[config.mk]
export PLATFORM = sky130hd
export DESIGN_NAME = lpc_cell
export DESIGN_NICKNAME = d
export VERILOG_FILES = /design/src/hdl/lpc_pkg.sv /design/src/hdl/lpc_cell.sv
export SDC_FILE = /design/constraint.sdc
export NUM_CORES = 1
export LEC_CHECK = 0
export ABC_AREA = 1
export BUFFER_PORTS_ARGS = -buffer_cell sky130_fd_sc_hd__buf_2
export CELL_PAD_IN_SITES_DETAIL_PLACEMENT = 0
export CELL_PAD_IN_SITES_GLOBAL_PLACEMENT = 1
export CORE_UTILIZATION = 42
export DETAILED_ROUTE_END_ITERATION = 6
export HOLD_SLACK_MARGIN = 0.12
export PLACE_DENSITY = 0.86
export RECOVER_POWER = 100
export SKIP_CTS_REPAIR_TIMING = 1
export SLEW_MARGIN = 40
export SYNTH_ARGS = -nofsm -noshare
export SYNTH_HDL_FRONTEND = slang
export SYNTH_SLANG_ARGS = --single-unit
[constraint.sdc]
create_clock -name clk -period 4.32 [get_ports clk]
set_clock_uncertainty 0.15 [all_clocks]
set_input_delay 0.216 -clock clk [delete_from_list [all_inputs] [get_ports clk]]
set_output_delay 0.216 -clock clk [all_outputs]
set_load 0.005 [all_outputs]
[src/hdl/lpc_pkg.sv]
`timescale 1ns / 1ps

package lpc_pkg;

    localparam int MAX_DIM     = 64;
    localparam int COUNT_BITS  = 32;
    localparam int DIM_IN_W    = 7;
    localparam int COUNT_OUT_W = 32;

    localparam int DIM_W  = $clog2(MAX_DIM + 1);
    localparam int CMP_W  = (DIM_IN_W > DIM_W) ? DIM_IN_W : DIM_W;
    localparam int STEP_W = $clog2(2 * MAX_DIM);

    typedef logic [COUNT_BITS-1:0] lpc_count_t;
    typedef logic [DIM_IN_W-1:0]   lpc_dim_in_t;
    typedef logic [DIM_W-1:0]      lpc_dim_t;
    typedef logic [STEP_W-1:0]     lpc_step_t;

    // Sequencer commands shared by every cell.
    typedef struct packed {
        logic init;
        logic run;
    } lpc_cell_ctrl_t;

    // Sequencer status for the output stage.
    typedef struct packed {
        logic fin;
        logic zero;
    } lpc_seq_stat_t;

    // Saturate an oversized dimension to MAX_DIM.
    function automatic lpc_dim_t lpc_clamp_dim(input lpc_dim_in_t d);
        logic [CMP_W-1:0] wide;
        wide = CMP_W'(d);
        if (wide > CMP_W'(MAX_DIM))
            return DIM_W'(MAX_DIM);
        else
            return DIM_W'(wide);
    endfunction

endpackage

[src/hdl/lpc_cell.sv]
`timescale 1ns / 1ps

module lpc_cell (
    input  logic                   clk,
    input  logic                   rst_n,
    input  lpc_pkg::lpc_cell_ctrl_t ctrl,
    input  logic                   col_en,
    input  logic                   left_act,
    input  lpc_pkg::lpc_count_t    left_val,
    output logic                   act,
    output lpc_pkg::lpc_count_t    val,
    output logic                   ovf
);
    import lpc_pkg::*;

    lpc_count_t            val_reg;
    lpc_count_t            val_next;
    logic                  act_reg;
    logic                  act_next;
    logic                  ovf_reg;
    logic                  ovf_next;
    logic [COUNT_BITS:0]   sum;

    assign sum = {1'b0, val_reg} + {1'b0, left_val};

    always_comb
    begin
        val_next = val_reg;
        act_next = act_reg;
        ovf_next = ovf_reg;
        if (ctrl.init)
        begin
            val_next = COUNT_BITS'(1);
            act_next = 1'b0;
            ovf_next = 1'b0;
        end
        else if (ctrl.run)
        begin
            act_next = left_act;
            if (!col_en)
            begin
                // past the last column: forward the left value toward the tail
                val_next = left_val;
            end
            else if (left_act)
            begin
                if (sum[COUNT_BITS])
                begin
                    val_next = '1;
                    ovf_next = 1'b1;
                end
                else
                begin
                    val_next = sum[COUNT_BITS-1:0];
                end
            end
        end
    end

    always_ff @(posedge clk or negedge rst_n)
    begin
        if (!rst_n)
        begin
            act_reg <= 1'b0;
            ovf_reg <= 1'b0;
        end
        else
        begin
            act_reg <= act_next;
            ovf_reg <= ovf_next;
        end
    end

    always_ff @(posedge clk)
    begin
        val_reg <= val_next;
    end

    assign act = act_reg;
    assign val = val_reg;
    assign ovf = ovf_reg;

endmodule

# Yosys cells after proc, flatten, opt, wreduce, memory -nomap -nowiden

Cells that the tools add are included.

Multiplexer cells: 10
Equal/unequal tests: 1
Add/subtract/negate cells: 1
Reduce and logical (&&, ||, !) cells: 6

Operators by type and width:

| cell                                                             | count |
|---|---|
| 32-bit two-way mux                                               | 3 |
| 32-bit by 32-bit adder with 33-bit output                        | 1 |
| 2-bit nonzero test                                               | 4 |
| 1-bit two-way mux                                                | 7 |
| 4-bit AND reduction                                              | 1 |
| 2-bit by 1-bit != test with 1-bit output (second input constant) | 1 |
| 2-bit AND reduction                                              | 1 |

Input port bits: 38
Word-level logic and storage cells: 21
Register bits after elaboration: 34
Output and inout bits: 34

# Longest topological paths before layout

Word-level depth: 6
Mapped depth: 14

# Worst setup path before layout

No wires, ideal clock.

Path type: register to register
From: register val_reg[0] (netlist: val[0])
To: register val_reg[20] (netlist: val[20])
Slack: 2.139 ns
Arrival: 1.894 ns
Path buffers: 1
Period minus slack after synthesis: 2.181 ns
Data required time: 4.034 ns
Cell stages (with the launch flop): 14
Cells stage by stage: dfxtp_1 ha_1 fa_1 nand2_1 nand2_1 nand3_2 nand2_2 nand2_2 nand2_2 nand2_4 nand3_4 buf_12 o21ai_2 a21oi_2

Longest elaborated chain between the ends: 4

Ends and longest elaborated chain:

| item                                      | RTL line       | source |
|---|---|---|
| start: declaration                        | lpc_cell.sv:16 | `lpc_count_t val_reg;` |
| start signal: assignment                  | lpc_cell.sv:76 | `val_reg <= val_next;` |
| 32-bit by 32-bit adder with 33-bit output | lpc_cell.sv:24 | `assign sum = {1'b0, val_reg} + {1'b0, left_val};` |
| 32-bit two-way mux                        | lpc_cell.sv:47 | `if (sum[COUNT_BITS])` |
| 32-bit two-way mux                        | lpc_cell.sv:45 | `else if (left_act)` |
| 32-bit two-way mux                        | lpc_cell.sv:40 | `if (!col_en)` |

Every way passes these cells. The select of a mux whose other input is x is not followed.
A chain may end at the register's enable or synchronous reset.

# Worst setup path in the final report

From: input port left_val[0]
To: register val_reg[25] (netlist: val[25])

Longest elaborated chain between the ends: 4

Ends and longest elaborated chain:

| item                                      | RTL line       | source |
|---|---|---|
| start: declaration                        | lpc_cell.sv:9  | `input lpc_pkg::lpc_count_t left_val,` |
| 32-bit by 32-bit adder with 33-bit output | lpc_cell.sv:24 |  |
| 32-bit two-way mux                        | lpc_cell.sv:47 |  |
| 32-bit two-way mux                        | lpc_cell.sv:45 |  |
| 32-bit two-way mux                        | lpc_cell.sv:40 |  |

Every way passes these cells. The select of a mux whose other input is x is not followed.

==> qor.txt <==
top-count cell post-synth = nand2_1
max FFs per register = 32
clk slew on worst S/H paths = 0.08 ns
Ys Warns = 0
worst skew pair latency = 0.31 ns
nets = 905
Post-Syn Nets = 836
initial antenna violation count = 0
vias per cell = 4.81
static leakage = 2.73 nW
TritonCTS clock tree = done
Util after Layout = 48.6%
WHS Path Cells = 3
num ports = 72
final hold violations = 0
Post-synth EDFFs = 0
row cnt = 36
largest net degree at the start of global routing = 36
core area = 9770 sq um
Clock H-tree levels = 2
kind of end point of the critical path = flip-flop
IO Port Bufs = 71
Synth area leaders = nand2_1 (25%), dfxtp_1 (15%), inv_1 (11%), ha_1 (9.4%), nor2_1 (9.4%)
post-synthesis cell area = 4240 sq um
initial DRC count = 206
synthesized flop and latch total = 34
mean area per synthesized cell = 5.55 sq um
register area share after synthesis = 16.3%
VDD IR-drop max = 0.116 mV
First-pass DRT Iterations = 5
DP Wirelength = 10.1 mm
cells after synthesis = 765
ANT cells = 0
Die Area = 10500 sq um
Post-route DRC = 0
final setup violation count = 0
post-route antenna net violation count = 0
Slew Viols, Final = 0
relative slew slack = 63.4%
min cycle time layout = 3.06 ns
RR Startpoint = val[0]
Hold Crit Start = ctrl[0]
worst hold path class = input port to flip-flop
transition time of the tightest slew-check pin = 0.547 ns
Tot GR Track Use = 24.8%
Worst Setup SP = left_val[0]
Endpoint, Worst Hold = act
post-synth top area share = 25.2%
CTS root buf = clkbuf_8
Worst Path Arrival = 3.10 ns
post-DR wirelength/cell = 12.9 um
TritonCTS Sinks = 34
largest area contributor in the netlist = nand2_1
GPL Wtd Cong = 0.953
crit path kind = input port to flip-flop
CP startpoint kind = input port
reg-to-reg critical path endpoint = val[25]
Routed WL = 12.5 mm
P&R area growth vs syn = 11.9%
ys flop type = dfxtp_1
Fmax = 327 MHz
RSZ-0062 raised after global routing = false
R2R Setup Slk = 1.50 ns
worst r2r path cells = 14
crit-path max FO = 7
DIE WIDTH = 103 um
Pwr Density = 249 nW/um^2
number of buffers created by CTS = 5
status = completed
vias in the first global route = 4226
Die Ht = 103 um
Congestion Overflow GR = 0
global-route wire length before repair = 19.9 mm
setup tns final = 0 ns
vias = 4654
clock buffer depth = 2
Starting Density = 43.4%
share of layout cells above drive strength 1 = 10.4%
ys async rst share = 5.88%
period utilisation layout = 70.9%
Req. time, crit path = 4.36 ns
max_cap viols = 0
post-synthesis cell type count = 33
synth cell count leaders = nand2_1 (285), inv_1 (126), nor2_1 (106), nand3_1 (37)
metal layers:
layer | vias to the layer above | track usage (%) | part of all wire [%] | routed length, um
met4 | 0 | 7.80 | 1.7 | 218
met5 | - | 0 | 0 | 0
met3 | 16 | 3.12 | 2.8 | 354
li1 | 2474 | - | - | -
met2 | 84 | 44.6 | 47 | 5890
met1 | 2080 | 30.5 | 48 | 6020
how the worst max path moves through the flow:
stage | depth (start not counted) | endpoint
final | 16 | val[25]
after global routing | 16 | val[30]
after CTS | 12 | val[13]
after detailed placement | 13 | val[13]
after global placement | 13 | val[17]
after floorplan | 13 | val[20]
power breakdown:
part / switching [mW] / internal (mW) / total [mW]
logic: 0.333 / 0.184 / 0.517
registers: 0.0217 / 0.340 / 0.361
clock network: 0.144 / 0.161 / 0.305
cells in the final DEF, fill, tap and decap left out, drive strengths merged, types with 2 or more instances in the layout:
master,instances
o21bai,3
buf,50
clkinv,2
nand3,39
nand4,7
ha,32
nand2,291
clkbuf,32
o21ai,26
dlygate4sd3,5
dfxtp,32
nor2,110
a21oi,53
xor2,15
dfrtp,2
and2,4
inv,127
kinds of logic (layout without fill, tap and decap cells):
logic type      count (synthesis)  in the layout  synth area share, %
simple gates                  453            453                 43.2
mux                             1              1                0.236
fa+ha+maj                      33             33                 9.91
xor+xnor                       15             15                 3.10
compound gates                 83             83                 13.7
buf+inv                       146            216                 13.6
flops                          34             34                 16.3
area by class of cell:
type / count / area [sq um]
inverter: 129 / 484
clock buffer: 8 / 110
tap: 133 / 166
multi-input combinational: 585 / 2890
sequential: 34 / 691
fill: 1101 / 5030
timing repair buffer: 79 / 407
per-stage QoR:
step                      hold slack (ns)  total power, mW  cell area, sq um  worst slack (ns)  instances
after detailed placement           -0.147            0.910              4700              1.64        954
final                              0.0897             1.18              4750              1.26        968
after floorplan                    -0.230            0.763              4240              2.14        765
after global placement             -0.150            0.902              4690              1.74        954
after CTS                          -0.487             1.22              4810              1.66        962
after global routing                0.159             1.28              4750             0.986        968
critical path, cell delays in order:
cell           delay, ns
dlygate4sd3_1       0.53
clkbuf_1            0.12
ha_1                0.25
fa_1                0.45
nand2_1             0.10
nand2_1             0.08
nand3_2             0.07
nand2_1             0.10
nand2_2             0.07
nand2_1             0.08
nand2_1             0.14
nand2_1             0.14
nor2_1              0.45
nand3_1             0.15
nand2_1             0.10
a21oi_1             0.06
(Power assumes the default switching activity.)
