--- config.mk ---
export PLATFORM = sky130hd
export DESIGN_NAME = lpc_seq
export DESIGN_NICKNAME = d
export VERILOG_FILES = /design/src/hdl/lpc_pkg.sv /design/src/hdl/lpc_seq.sv
export SDC_FILE = /design/constraint.sdc
export NUM_CORES = 1
export LEC_CHECK = 0
export BUFFER_PORTS_ARGS = -buffer_cell sky130_fd_sc_hd__buf_2
export CAP_MARGIN = 15
export CORE_MARGIN = 5
export CORE_UTILIZATION = 40
export DETAILED_ROUTE_END_ITERATION = 8
export PLACE_DENSITY = 0.74
export SETUP_SLACK_MARGIN = 0.2
export SYNTH_ARGS = -nofsm -noshare
export SYNTH_HDL_FRONTEND = slang
export SYNTH_SLANG_ARGS = --single-unit
--- constraint.sdc ---
create_clock -name clk -period 1.8 [get_ports clk]
set_input_delay 0.27 -clock clk [delete_from_list [all_inputs] [get_ports clk]]
set_output_delay 0.27 -clock clk [all_outputs]
set_load 0.05 [all_outputs]
--- src/hdl/lpc_pkg.sv ---
`timescale 1ns / 1ps

package lpc_pkg;

    localparam int MAX_DIM     = 64;
    localparam int COUNT_BITS  = 32;
    localparam int DIM_IN_W    = 7;
    localparam int COUNT_OUT_W = 32;

    localparam int DIM_W  = $clog2(MAX_DIM + 1);
    localparam int CMP_W  = (DIM_IN_W > DIM_W) ? DIM_IN_W : DIM_W;
    localparam int STEP_W = $clog2(2 * MAX_DIM);

    typedef logic [COUNT_BITS-1:0] lpc_count_t;
    typedef logic [DIM_IN_W-1:0]   lpc_dim_in_t;
    typedef logic [DIM_W-1:0]      lpc_dim_t;
    typedef logic [STEP_W-1:0]     lpc_step_t;

    // Sequencer commands shared by every cell.
    typedef struct packed {
        logic init;
        logic run;
    } lpc_cell_ctrl_t;

    // Sequencer status for the output stage.
    typedef struct packed {
        logic fin;
        logic zero;
    } lpc_seq_stat_t;

    // Saturate an oversized dimension to MAX_DIM.
    function automatic lpc_dim_t lpc_clamp_dim(input lpc_dim_in_t d);
        logic [CMP_W-1:0] wide;
        wide = CMP_W'(d);
        if (wide > CMP_W'(MAX_DIM))
            return DIM_W'(MAX_DIM);
        else
            return DIM_W'(wide);
    endfunction

endpackage

--- src/hdl/lpc_seq.sv ---
`timescale 1ns / 1ps

module lpc_seq (
    input  logic                    clk,
    input  logic                    rst_n,
    input  logic                    start,
    input  lpc_pkg::lpc_dim_in_t    rows,
    input  lpc_pkg::lpc_dim_in_t    cols,
    output logic                    busy,
    output lpc_pkg::lpc_cell_ctrl_t cell_ctrl,
    output logic                    act_src,
    output lpc_pkg::lpc_dim_t       cols_used,
    output lpc_pkg::lpc_seq_stat_t  stat
);
    import lpc_pkg::*;

    typedef enum logic [2:0] {
        ST_IDLE = 3'b001,
        ST_RUN  = 3'b010,
        ST_FIN  = 3'b100
    } lpc_state_t;

    lpc_state_t state_reg;
    lpc_state_t state_next;
    lpc_step_t  step_reg;
    lpc_step_t  step_next;
    lpc_step_t  end_reg;
    lpc_step_t  end_next;
    lpc_dim_t   rows_m1_reg;
    lpc_dim_t   rows_m1_next;
    lpc_dim_t   cols_reg;
    lpc_dim_t   cols_next;
    logic       zero_reg;
    logic       zero_next;
    logic       accept;
    logic       zero_in;
    lpc_dim_t   rows_cl;
    lpc_dim_t   cols_cl;
    lpc_dim_t   rows_cl_m1;

    assign accept     = start && (state_reg == ST_IDLE);
    assign zero_in    = (rows == '0) || (cols == '0);
    assign rows_cl    = lpc_clamp_dim(rows);
    assign cols_cl    = lpc_clamp_dim(cols);
    assign rows_cl_m1 = rows_cl - DIM_W'(1);

    always_comb
    begin
        state_next   = state_reg;
        step_next    = step_reg;
        end_next     = end_reg;
        rows_m1_next = rows_m1_reg;
        cols_next    = cols_reg;
        zero_next    = zero_reg;
        unique case (state_reg)
            ST_IDLE:
            begin
                if (accept)
                begin
                    step_next    = '0;
                    rows_m1_next = rows_cl_m1;
                    cols_next    = cols_cl;
                    zero_next    = zero_in;
                    // last step: the tail cell holds the final count
                    end_next     = STEP_W'(rows_cl_m1) + STEP_W'(MAX_DIM - 2);
                    state_next   = zero_in ? ST_FIN : ST_RUN;
                end
            end
            ST_RUN:
            begin
                step_next = step_reg + STEP_W'(1);
                if (step_reg == end_reg)
                    state_next = ST_FIN;
            end
            ST_FIN:
            begin
                state_next = ST_IDLE;
            end
            default:
            begin
                state_next = ST_IDLE;
            end
        endcase
    end

    always_ff @(posedge clk or negedge rst_n)
    begin
        if (!rst_n)
        begin
            state_reg <= ST_IDLE;
            step_reg  <= '0;
            zero_reg  <= 1'b0;
        end
        else
        begin
            state_reg <= state_next;
            step_reg  <= step_next;
            zero_reg  <= zero_next;
        end
    end

    always_ff @(posedge clk)
    begin
        end_reg     <= end_next;
        rows_m1_reg <= rows_m1_next;
        cols_reg    <= cols_next;
    end

    assign busy           = (state_reg != ST_IDLE);
    assign cell_ctrl.init = accept && !zero_in;
    assign cell_ctrl.run  = (state_reg == ST_RUN);
    // inject one update token per grid row after the first
    assign act_src        = (state_reg == ST_RUN) && (STEP_W'(rows_m1_reg) > step_reg);
    assign cols_used      = cols_reg;
    assign stat.fin       = (state_reg == ST_FIN);
    assign stat.zero      = zero_reg;

    a_accept_busy: assert property (@(posedge clk) disable iff (!rst_n)
        accept |=> busy)
        else $error("accepted beat did not raise busy");

    a_fin_release: assert property (@(posedge clk) disable iff (!rst_n)
        stat.fin |=> !busy)
        else $error("busy held after result");

    a_run_end: assert property (@(posedge clk) disable iff (!rst_n)
        (cell_ctrl.run && (step_reg == end_reg)) |=> stat.fin)
        else $error("sweep end did not reach result state");

    a_token_window: assert property (@(posedge clk) disable iff (!rst_n)
        act_src |-> (cell_ctrl.run && (step_reg < end_reg)))
        else $error("row token injected outside sweep");

endmodule

# ---- Yosys cells after proc, flatten, opt, wreduce, memory -nomap -nowiden
# Index checks and enable logic that the tools add are counted.
dict set report op_classes {
  n_eq_ne 7
  n_reduce_logical 11
  addsub 3
  mux 7
  order_cmp 3
}
# operator n
set op_table {}
lappend op_table {{7-bit > comparator, second input constant} 2}
lappend op_table {{7-bit zero test} 2}
lappend op_table {{7-bit 2-to-1 mux} 2}
lappend op_table {{7-bit one-hot mux with 2 select lines} 1}
lappend op_table {{3-bit 2-to-1 mux} 3}
lappend op_table {{7-bit by 1-bit adder with 7-bit output, second input constant} 1}
lappend op_table {{7-bit by 6-bit adder with 7-bit output, second input constant} 1}
lappend op_table {{7-bit equality test} 1}
lappend op_table {{7-bit > comparator} 1}
lappend op_table {{7-bit by 1-bit subtractor with 7-bit output, second input constant} 1}
lappend op_table {{3-bit one-hot mux with 2 select lines} 1}
lappend op_table {{2-bit AND reduction} 3}
lappend op_table {{3-bit by 1-bit equality test with 1-bit output, second input constant} 1}
lappend op_table {{3-bit by 2-bit equality test with 1-bit output, second input constant} 1}
lappend op_table {{3-bit equality test, second input constant} 1}
lappend op_table {{1-bit logical AND} 3}
lappend op_table {{3-bit by 1-bit != test with 1-bit output, second input constant} 1}
lappend op_table {{2-bit by 1-bit != test with 1-bit output, second input constant} 1}
lappend op_table {{2-bit != test, second input constant} 1}
lappend op_table {{2-bit nonzero test} 1}
lappend op_table {{1-bit zero test} 1}
lappend op_table {{1-bit logical OR} 1}
dict set report totals {
  out_inout_bits 13
  wordCells 37
  ff_bits 32
  inputBits 17
}

# ---- Logic depth before layout (Yosys ltp)
# Gate-level depths: netlist (run 1).
dict set report depth {
  word_depth 5
  depth_mapped 8
  depth_no_buf 7
}

# ---- Least setup slack after synthesis (run 1)
# Ideal clock, no wire load.
dict set report synth_path {
  kind {reg2out}
  startpoint {register state_reg[0]}
  endpoint {output act_src}
  t_arrival_ns 2.092
  n_path_buf 1
  required_ns 1.530
  path_stages_with_launch 6
  setup_slack_ns -0.562
  path_cell_list {dfstp_2 > or3b_1 > clkbuf_1 > inv_2 > o211ai_1 > a31oi_1}
}
# item line_no
set synth_rtl {}
lappend synth_rtl {{start: declaration} lpc_seq.sv:23} ;# lpc_state_t state_reg;
lappend synth_rtl {{start signal: assignment} lpc_seq.sv:96} ;# state_reg <= state_next;
lappend synth_rtl {{end: declaration} lpc_seq.sv:11} ;# output logic act_src,

# ---- Worst setup path in the final report (run 1)
dict set report layout_path {
  startpoint {register step_reg[1]}
  endpoint {output act_src}
}
dict set report layout_via {
  elab_chain_cells 2
}
# item line_no
set layout_lines {}
lappend layout_lines {{start: declaration} lpc_seq.sv:25} ;# lpc_step_t step_reg;
lappend layout_lines {{start signal: assignment} lpc_seq.sv:97} ;# step_reg <= step_next;
lappend layout_lines {{7-bit > comparator} lpc_seq.sv:113} ;# assign act_src = (state_reg == ST_RUN) && (STEP_W'(rows_m1_reg) > step_reg);
lappend layout_lines {{1-bit logical AND} lpc_seq.sv:113}
# No other way between the ends.

==> summary.md, run 1 <==
| Metric | Value |
|---|---|
| Total leakage power | 0.957 nW |
| Startpoint type of the worst setup path | flip-flop |
| Port bufs | 29 |
| Final period demand of the worst path | 2.05 ns |
| Required time at the worst-slack endpoint | 1.53 ns |
| H-tree depth | 2 |
| Syn Std Cell Area | 0.00164 mm^2 |
| Post-route DRC violation count | 0 |
| Post-synthesis async set-or-reset flop share | between 30% and 40% |
| Core Box Area | 0.00400 mm^2 |
| Data arrival time of the critical path | about 1.8 ns |
| Number of warnings reported in the yosys synthesis log | 0 |
| Register-to-register setup slack | 0.09 ns |
| Final hold violation count | 0 |
| Worst relative slew slack | between 70% and 80% |
| First drt pass iteration count | 4 |
| Wirelength per Cell | about 14 um |
| Post-layout power | 3.02 mW |
| Max-cap check violation count | 0 |
| Number of global-route vias before repair | 1,284 |
| Clock buffers created by TritonCTS | 5 |
| Post-synthesis average cell area | between 10 and 15 um^2 |
| Clock insertion delay at the later pin of the skew report | ~0.28 ns |
| Top cells by area in the synthesized netlist | sky130_fd_sc_hd__edfxtp_1 37%, sky130_fd_sc_hd__dfrtp_1 15%, sky130_fd_sc_hd__ha_1 7.6% |
| Commonest non-fill, non-tap cell in the layout | sky130_fd_sc_hd__buf_2 |
| Layout cell share with drive strength beyond 1 | about two fifths |
| Grt ovf | 0 |
| Share of the synthesized area in the top cell type | 36.6% |
| Type of the tightest min-delay check | input port to flip-flop |
| Part of the Yosys area used for sequential elements | 53.4% |
| Kind of critical path | flip-flop to output port |
| Worst setup timing slack at the placement stage | -0.254 ns |
| Ratio of final minimum period to clock period | 114% |
| Reg-to-Reg Start | state_reg[2] |
| Wire length of the first global-routing pass | approximately 5.8 mm |
| Worst Tran Pin Value | 0.432 ns |
| Unrepaired setup endpoints after global routing | yes |
| Overall Global Routing Usage | 14.4% |
| DIE AREA | roughly 0.0055 mm^2 |
| Wire length reported by the detailed router | 3.60 mm |
| Commonest non-fill, non-tap cells in the layout | 23 x sky130_fd_sc_hd__buf_2, 20 x sky130_fd_sc_hd__edfxtp_1, 20 x sky130_fd_sc_hd__buf_4 |
| Clock tree from TritonCTS | yes |
| Net count after synthesis | around 180 |
| Worst Reg-to-Reg Cells | 7 |
| Top achievable clock speed | 487 MHz |
| Final setup violating endpoints | 1 |
| Worst Hold Depth | 1 |
| Post-synthesis register bit count | 31 |
| Starting density of the core | between 40% and 50% |
| Endpoint of the worst hold-timing path | cols_used[6] |
| CTS Root Cell | sky130_fd_sc_hd__clkbuf_8 |
| Critical path peak fanout | 2 |
| VDD IR-drop max | about 0.49 mV |
| Number of library cell types mapped by synthesis | 37 |
| Buffers from clock root to sink, at most | 2 |
| Leading area contributor after synthesis | sky130_fd_sc_hd__edfxtp_1 |
| Final core utilization | 58.1% |
| Residual antenna-violating net count after detailed routing | 0 |
| Number of pins with negative max-slew slack in the final report | 0 |
| Area growth from synthesis to layout | 41.7% |
| Number of placed I/O pins | 30 |
| Worst r2r dst | step_reg[5] |
| Violations in the final reports | setup timing |
| PwrDens | 1300 mW/mm^2 |
| Overall die height | between 70 and 80 um |
| Number of antenna violations at the first check in global routing | 0 |
| Count of flip-flops with a built-in enable after synthesis | 20 |
| Worst Slack Setup Final | -0.255 ns |
| Setup total negative slack | -0.255 ns |
| Start point of the worst hold path | cols[6] |
| Number of core rows | 23 |
| Clock-pin slew of the registers on the worst-case setup and hold paths | roughly 0.07 ns |
| Diodes inserted | 0 |
| Number of clock sinks | 31 |
| Setup clock skew after layout | 0.00752 ns |
| Die X-Extent | 74.1 um |
| Vias per cell | 5.05 |
| Critical Path Source | step_reg[1] |
| HPWL after detailed placement | between 2 and 3 mm |
| Number of vias in the routed layout | ~1,300 |
| Synth Instances | ~150 |
| Kind of end point of the critical path | output port |
| Primary FF master, synth | sky130_fd_sc_hd__edfxtp_1 |
| GP Congestion | 0.832 |
| Maximum number of pins on one net before global-route repair | 22 |
| Number of nets in the layout | 231 |
| Initial detailed-routing violation count | 75 |
| Status | finished with violations |
report_power, final:
part	switching (mW)	internal (mW)
clock network	0.255	0.405
registers	0.0766	0.970
logic	0.800	0.513
total	1.13	1.89
cell usage after synthesis (3+ instances only):
library cell,instances
sky130_fd_sc_hd__a21oi_1,3
sky130_fd_sc_hd__dfrtp_1,10
sky130_fd_sc_hd__edfxtp_1,20
sky130_fd_sc_hd__ha_1,10
sky130_fd_sc_hd__inv_1,15
sky130_fd_sc_hd__nand2_1,9
sky130_fd_sc_hd__nand2b_1,5
sky130_fd_sc_hd__nand3_1,5
sky130_fd_sc_hd__nand4_1,3
sky130_fd_sc_hd__nor2_1,5
sky130_fd_sc_hd__nor2b_1,8
sky130_fd_sc_hd__nor3_1,4
sky130_fd_sc_hd__nor4_1,3
sky130_fd_sc_hd__o211ai_1,3
sky130_fd_sc_hd__o21a_1,3
sky130_fd_sc_hd__o21ai_0,7
sky130_fd_sc_hd__xnor2_1,6
sky130_fd_sc_hd__xor2_1,4
how the worst max path moves through the flow:
stage / end / slack [ns] / cells past startpoint
CTS: act_src / -0.27 / 7
global placement: end_reg[6] / -0.19 / 7
finish: act_src / -0.25 / 7
floorplan: end_reg[6] / -0.19 / 7
detailed placement: end_reg[6] / -0.25 / 7
global route: act_src / -0.34 / 7
cell type report:
cell class | count | area [um^2]
multi-input cells | 97 | 821
repair buffers | 53 | 388
clock inverters | 3 | 38.8
inverters | 16 | 70.1
fillers | 334 | 1670
flip-flops and latches | 31 | 877
well taps | 50 | 62.6
clock buffers | 5 | 68.8
repair_timing:
item                                   4_1_cts  5_1_grt
endpoints found under the hold margin       10        0
resized for setup                           25       11
pin swaps                                   11        5
buffers inserted                             7        0
hold buffers                                 1        0
setup endpoints to repair                    7       18
metrics by stage:
stage / instance area, um^2 / std cells / hold WS (ns)
after floorplan: 1720 / 148 / -0.0256
after global placement: 2010 / 239 / 0.151
after detailed placement: 2010 / 239 / 0.153
after CTS: 2280 / 255 / 0.283
after global routing: 2330 / 255 / 0.288
final: 2330 / 255 / 0.287
worst max-delay path, stage by stage, from the launching register on:
cell                       delay, ns
sky130_fd_sc_hd__dfrtp_1        0.39
sky130_fd_sc_hd__inv_2          0.09
sky130_fd_sc_hd__ha_4           0.20
sky130_fd_sc_hd__nor2b_1        0.12
sky130_fd_sc_hd__o21a_1         0.16
sky130_fd_sc_hd__o211ai_1       0.25
sky130_fd_sc_hd__a31oi_4        0.12
sky130_fd_sc_hd__buf_6          0.17
routing by layer:
layer	vias up	wire length, um	global-route usage [%]
li1	646	-	-
met1	612	1420	15.7
met2	23	1960	25.8
met3	7	131	3.78
met4	0	85	6.84
met5	-	0	0
cell families after synthesis:
group / after synthesis / synth area share, %
simple gates: 49 / 16.9
flops: 31 / 53.4
compound gates: 27 / 11.2
buf+inv: 20 / 4.88
xor+xnor: 10 / 5.34
fa+ha+maj: 10 / 7.62
mux: 1 / 0.610
No activity file was read; power rests on OpenSTA's default activity.
==> inputs of run 2 (changes only) <==
--- a/config.mk
+++ b/config.mk
@@ -11,7 +11,7 @@
 export CORE_UTILIZATION = 40
 export DETAILED_ROUTE_END_ITERATION = 8
 export PLACE_DENSITY = 0.74
-export SETUP_SLACK_MARGIN = 0.2
+export SETUP_SLACK_MARGIN = 0.5
 export SYNTH_ARGS = -nofsm -noshare
 export SYNTH_HDL_FRONTEND = slang
 export SYNTH_SLANG_ARGS = --single-unit
==> run 2 against run 1 <==
  * The flow still finishes with violations (setup timing)
  * Register-to-register slack got worse by 0.03 ns
  * First-iteration DRC count rose by 15%
  * Critical endpoint unchanged
  * Sequential share of layout area fell by 6.6 points
  * Maximum frequency rose by 0.47%
  * Utilization rose by 12 points
  * Power rose by 28%
==> summary.md, run 2 (same netlist as run 1, synthesis figures left out) <==
| Metric | Value |
|---|---|
| Violations in the final reports | setup timing |
| Core Box Area | 0.00400 mm^2 (unchanged) |
| Status | finished with violations |
| Overall Global Routing Usage | 15.8% (+1.4 points) |
| Endpoint of the worst hold-timing path | cols_used[6] |
| Final period demand of the worst path | 2.04 ns (-0.00968 ns) |
| Required time at the worst-slack endpoint | 1.53 ns (about the same) |
| Non-filler cells, final | 280 (+9.8%) |
| Ratio of final minimum period to clock period | 114% (-0.54 points) |
| Die X-Extent | 74.1 um (unchanged) |
| Clock-pin slew of the registers on the worst-case setup and hold paths | 0.07 ns (about the same) |
| Port bufs | 29 (unchanged) |
| Type of the tightest min-delay check | input port to flip-flop |
| Critical path peak fanout | 2 (unchanged) |
| Clock insertion delay at the later pin of the skew report | 0.29 ns (about the same) |
| Number of clock sinks | 31 (unchanged) |
| Vias per cell | 5.06 (+0.19%) |
| Layout cell share with drive strength beyond 1 | 52.2% (+12 points) |
| Clock tree from TritonCTS | yes |
| Top achievable clock speed | 489 MHz (+0.47%) |
| Buffers from clock root to sink, at most | 2 (unchanged) |
| Met3 demand-to-capacity share in global routing | 4.19% (+0.41 points) |
| Commonest non-fill, non-tap cell in the layout | sky130_fd_sc_hd__buf_6 |
| Number of antenna violations at the first check in global routing | 0 (unchanged) |
| Number of global-route vias before repair | 1,382 (+7.6%) |
| Commonest non-fill, non-tap cells in the layout | 25 x sky130_fd_sc_hd__buf_6, 22 x sky130_fd_sc_hd__buf_2, 20 x sky130_fd_sc_hd__edfxtp_1 |
| Residual antenna-violating net count after detailed routing | 0 (unchanged) |
| HPWL after detailed placement | 2.57 mm (-4.8%) |
| Wirelength per Cell | 15.3 um (+8.7%) |
| GP Congestion | 0.736 (-11%) |
| Setup total negative slack | -0.250 ns (+0.00418 ns) |
| Setup clock skew after layout | 0.00863 ns (+0.00111 ns) |
| Worst relative slew slack | 64.7% (-6.1 points) |
| Met2 demand-to-capacity share in global routing | 28.8% (+3.1 points) |
| VDD IR-drop max | 0.543 mV (+10%) |
| Final hold violation count | 0 (unchanged) |
| Kind of critical path | flip-flop to output port |
| Number of nets in the layout | 256 (+11%) |
| Number of vias in the routed layout | 1,417 (+10%) |
| Area growth from synthesis to layout | 71.5% |
| Start point of the worst hold path | cols[6] |
| First drt pass iteration count | 4 (unchanged) |
| Reg-to-Reg Start | state_reg[2] |
| M1 GR Usage | 17.6% (+1.9 points) |
| Final setup violating endpoints | 2 (+1) |
| Total instance count after detailed placement | 243 (+1.7%) |
| Register-to-register setup slack | 0.06 ns (-0.03 ns) |
| Overall die height | 74.1 um (unchanged) |
| DIE AREA | 0.00548 mm^2 (unchanged) |
| Number of core rows | 23 (unchanged) |
| Worst Slack Setup Final | -0.245 ns (+0.00968 ns) |
| Number of pins with negative max-slew slack in the final report | 0 (unchanged) |
| Global-route layer with the greatest usage | met2 |
| Number of placed I/O pins | 30 (unchanged) |
| Wire length of the first global-routing pass | 6.38 mm (+11%) |
| Diodes inserted | 0 (unchanged) |
| Post-route DRC violation count | 0 (unchanged) |
| Worst r2r dst | end_reg[6] |
| Unrepaired setup endpoints after global routing | yes |
| Startpoint type of the worst setup path | flip-flop |
| Worst Reg-to-Reg Cells | 10 (+3) |
| Total leakage power | 1.17 nW (+22%) |
| Worst Hold Depth | 1 (unchanged) |
| Starting density of the core | 41.0% (unchanged) |
| Clock buffers created by TritonCTS | 5 (unchanged) |
| PwrDens | 1370 mW/mm^2 (+5.9%) |
| Worst Tran Pin Value | 0.529 ns (+0.0965 ns) |
| H-tree depth | 2 (unchanged) |
| Max-cap check violation count | 0 (unchanged) |
| Wire length reported by the detailed router | 4.29 mm (+19%) |
| Initial detailed-routing violation count | 86 (+15%) |
| CTS Root Cell | sky130_fd_sc_hd__clkbuf_8 |
| Data arrival time of the critical path | 1.77 ns (about the same) |
| Maximum number of pins on one net before global-route repair | 12 (-45%) |
| Grt ovf | 0 (unchanged) |
| Kind of end point of the critical path | output port |
[run 2: what timing repair did]
action | in CTS | in global routing
buffers inserted | 19 | 6
endpoints found under the setup margin | 43 | 43
gates resized for setup | 56 | 19
cloned | 3 | 0
hold endpoints to repair | 10 | 0
pin swaps | 17 | 11
hold buffers | 1 | 0
[run 2: where the power goes]
| part | switching, mW | internal (mW) | total (mW) |
|---|---|---|---|
| registers | 0.0840 | 0.971 | 1.05 |
| logic | 1.04 | 1.09 | 2.13 |
| clock network | 0.275 | 0.412 | 0.686 |
| total | 1.40 | 2.47 | 3.87 |
[run 2: layout make-up]
class,count,area (um^2)
Fill cell,246,1180
Multi-Input combinational cell,97,918
Sequential cell,31,877
Timing Repair Buffer,78,764
Inverter,16,80.1
Clock buffer,5,68.8
Tap cell,50,62.6
Clock inverter,3,43.8
[run 2: critical path, cell delays in order (launching register included)]
cell	delay, ns
sky130_fd_sc_hd__dfrtp_1	0.40
sky130_fd_sc_hd__inv_2	0.08
sky130_fd_sc_hd__ha_4	0.20
sky130_fd_sc_hd__nor2b_4	0.12
sky130_fd_sc_hd__o21a_1	0.16
sky130_fd_sc_hd__o211ai_1	0.24
sky130_fd_sc_hd__a31oi_4	0.12
sky130_fd_sc_hd__buf_6	0.17
[run 2: worst max-delay path by stage]
| stage | end | startpoint | slack [ns] |
|---|---|---|---|
| final | act_src | step_reg[1] | -0.24 |
| after global routing | act_src | step_reg[1] | -0.35 |
| after CTS | act_src | rows_m1_reg[1] | -0.30 |
| after detailed placement | end_reg[6] | rows[6] | -0.24 |
| after global placement | end_reg[6] | rows[6] | -0.19 |
| after floorplan | end_reg[6] | rows[6] | -0.19 |
[run 2: stage by stage]
stage	utilization, %	instance area (um^2)	total power [mW]	hold WS (ns)	worst slack, ns
2_1_floorplan	-	1790	1.92	-0.0256	-0.188
3_3_place_gp	52.6	2110	2.22	0.152	-0.193
3_5_place_dp	52.6	2110	2.25	0.157	-0.244
4_1_cts	66.6	2660	3.62	0.260	-0.296
5_1_grt	70.4	2820	4.05	0.257	-0.351
6_report	70.4	2820	3.87	0.266	-0.245
[run 2: routing by layer]
layer  part of all wire [%]  wire length (um)
met1                     39              1680
met2                     55              2360
met3                    3.6               153
met4                    2.3                99
met5                      0                 0
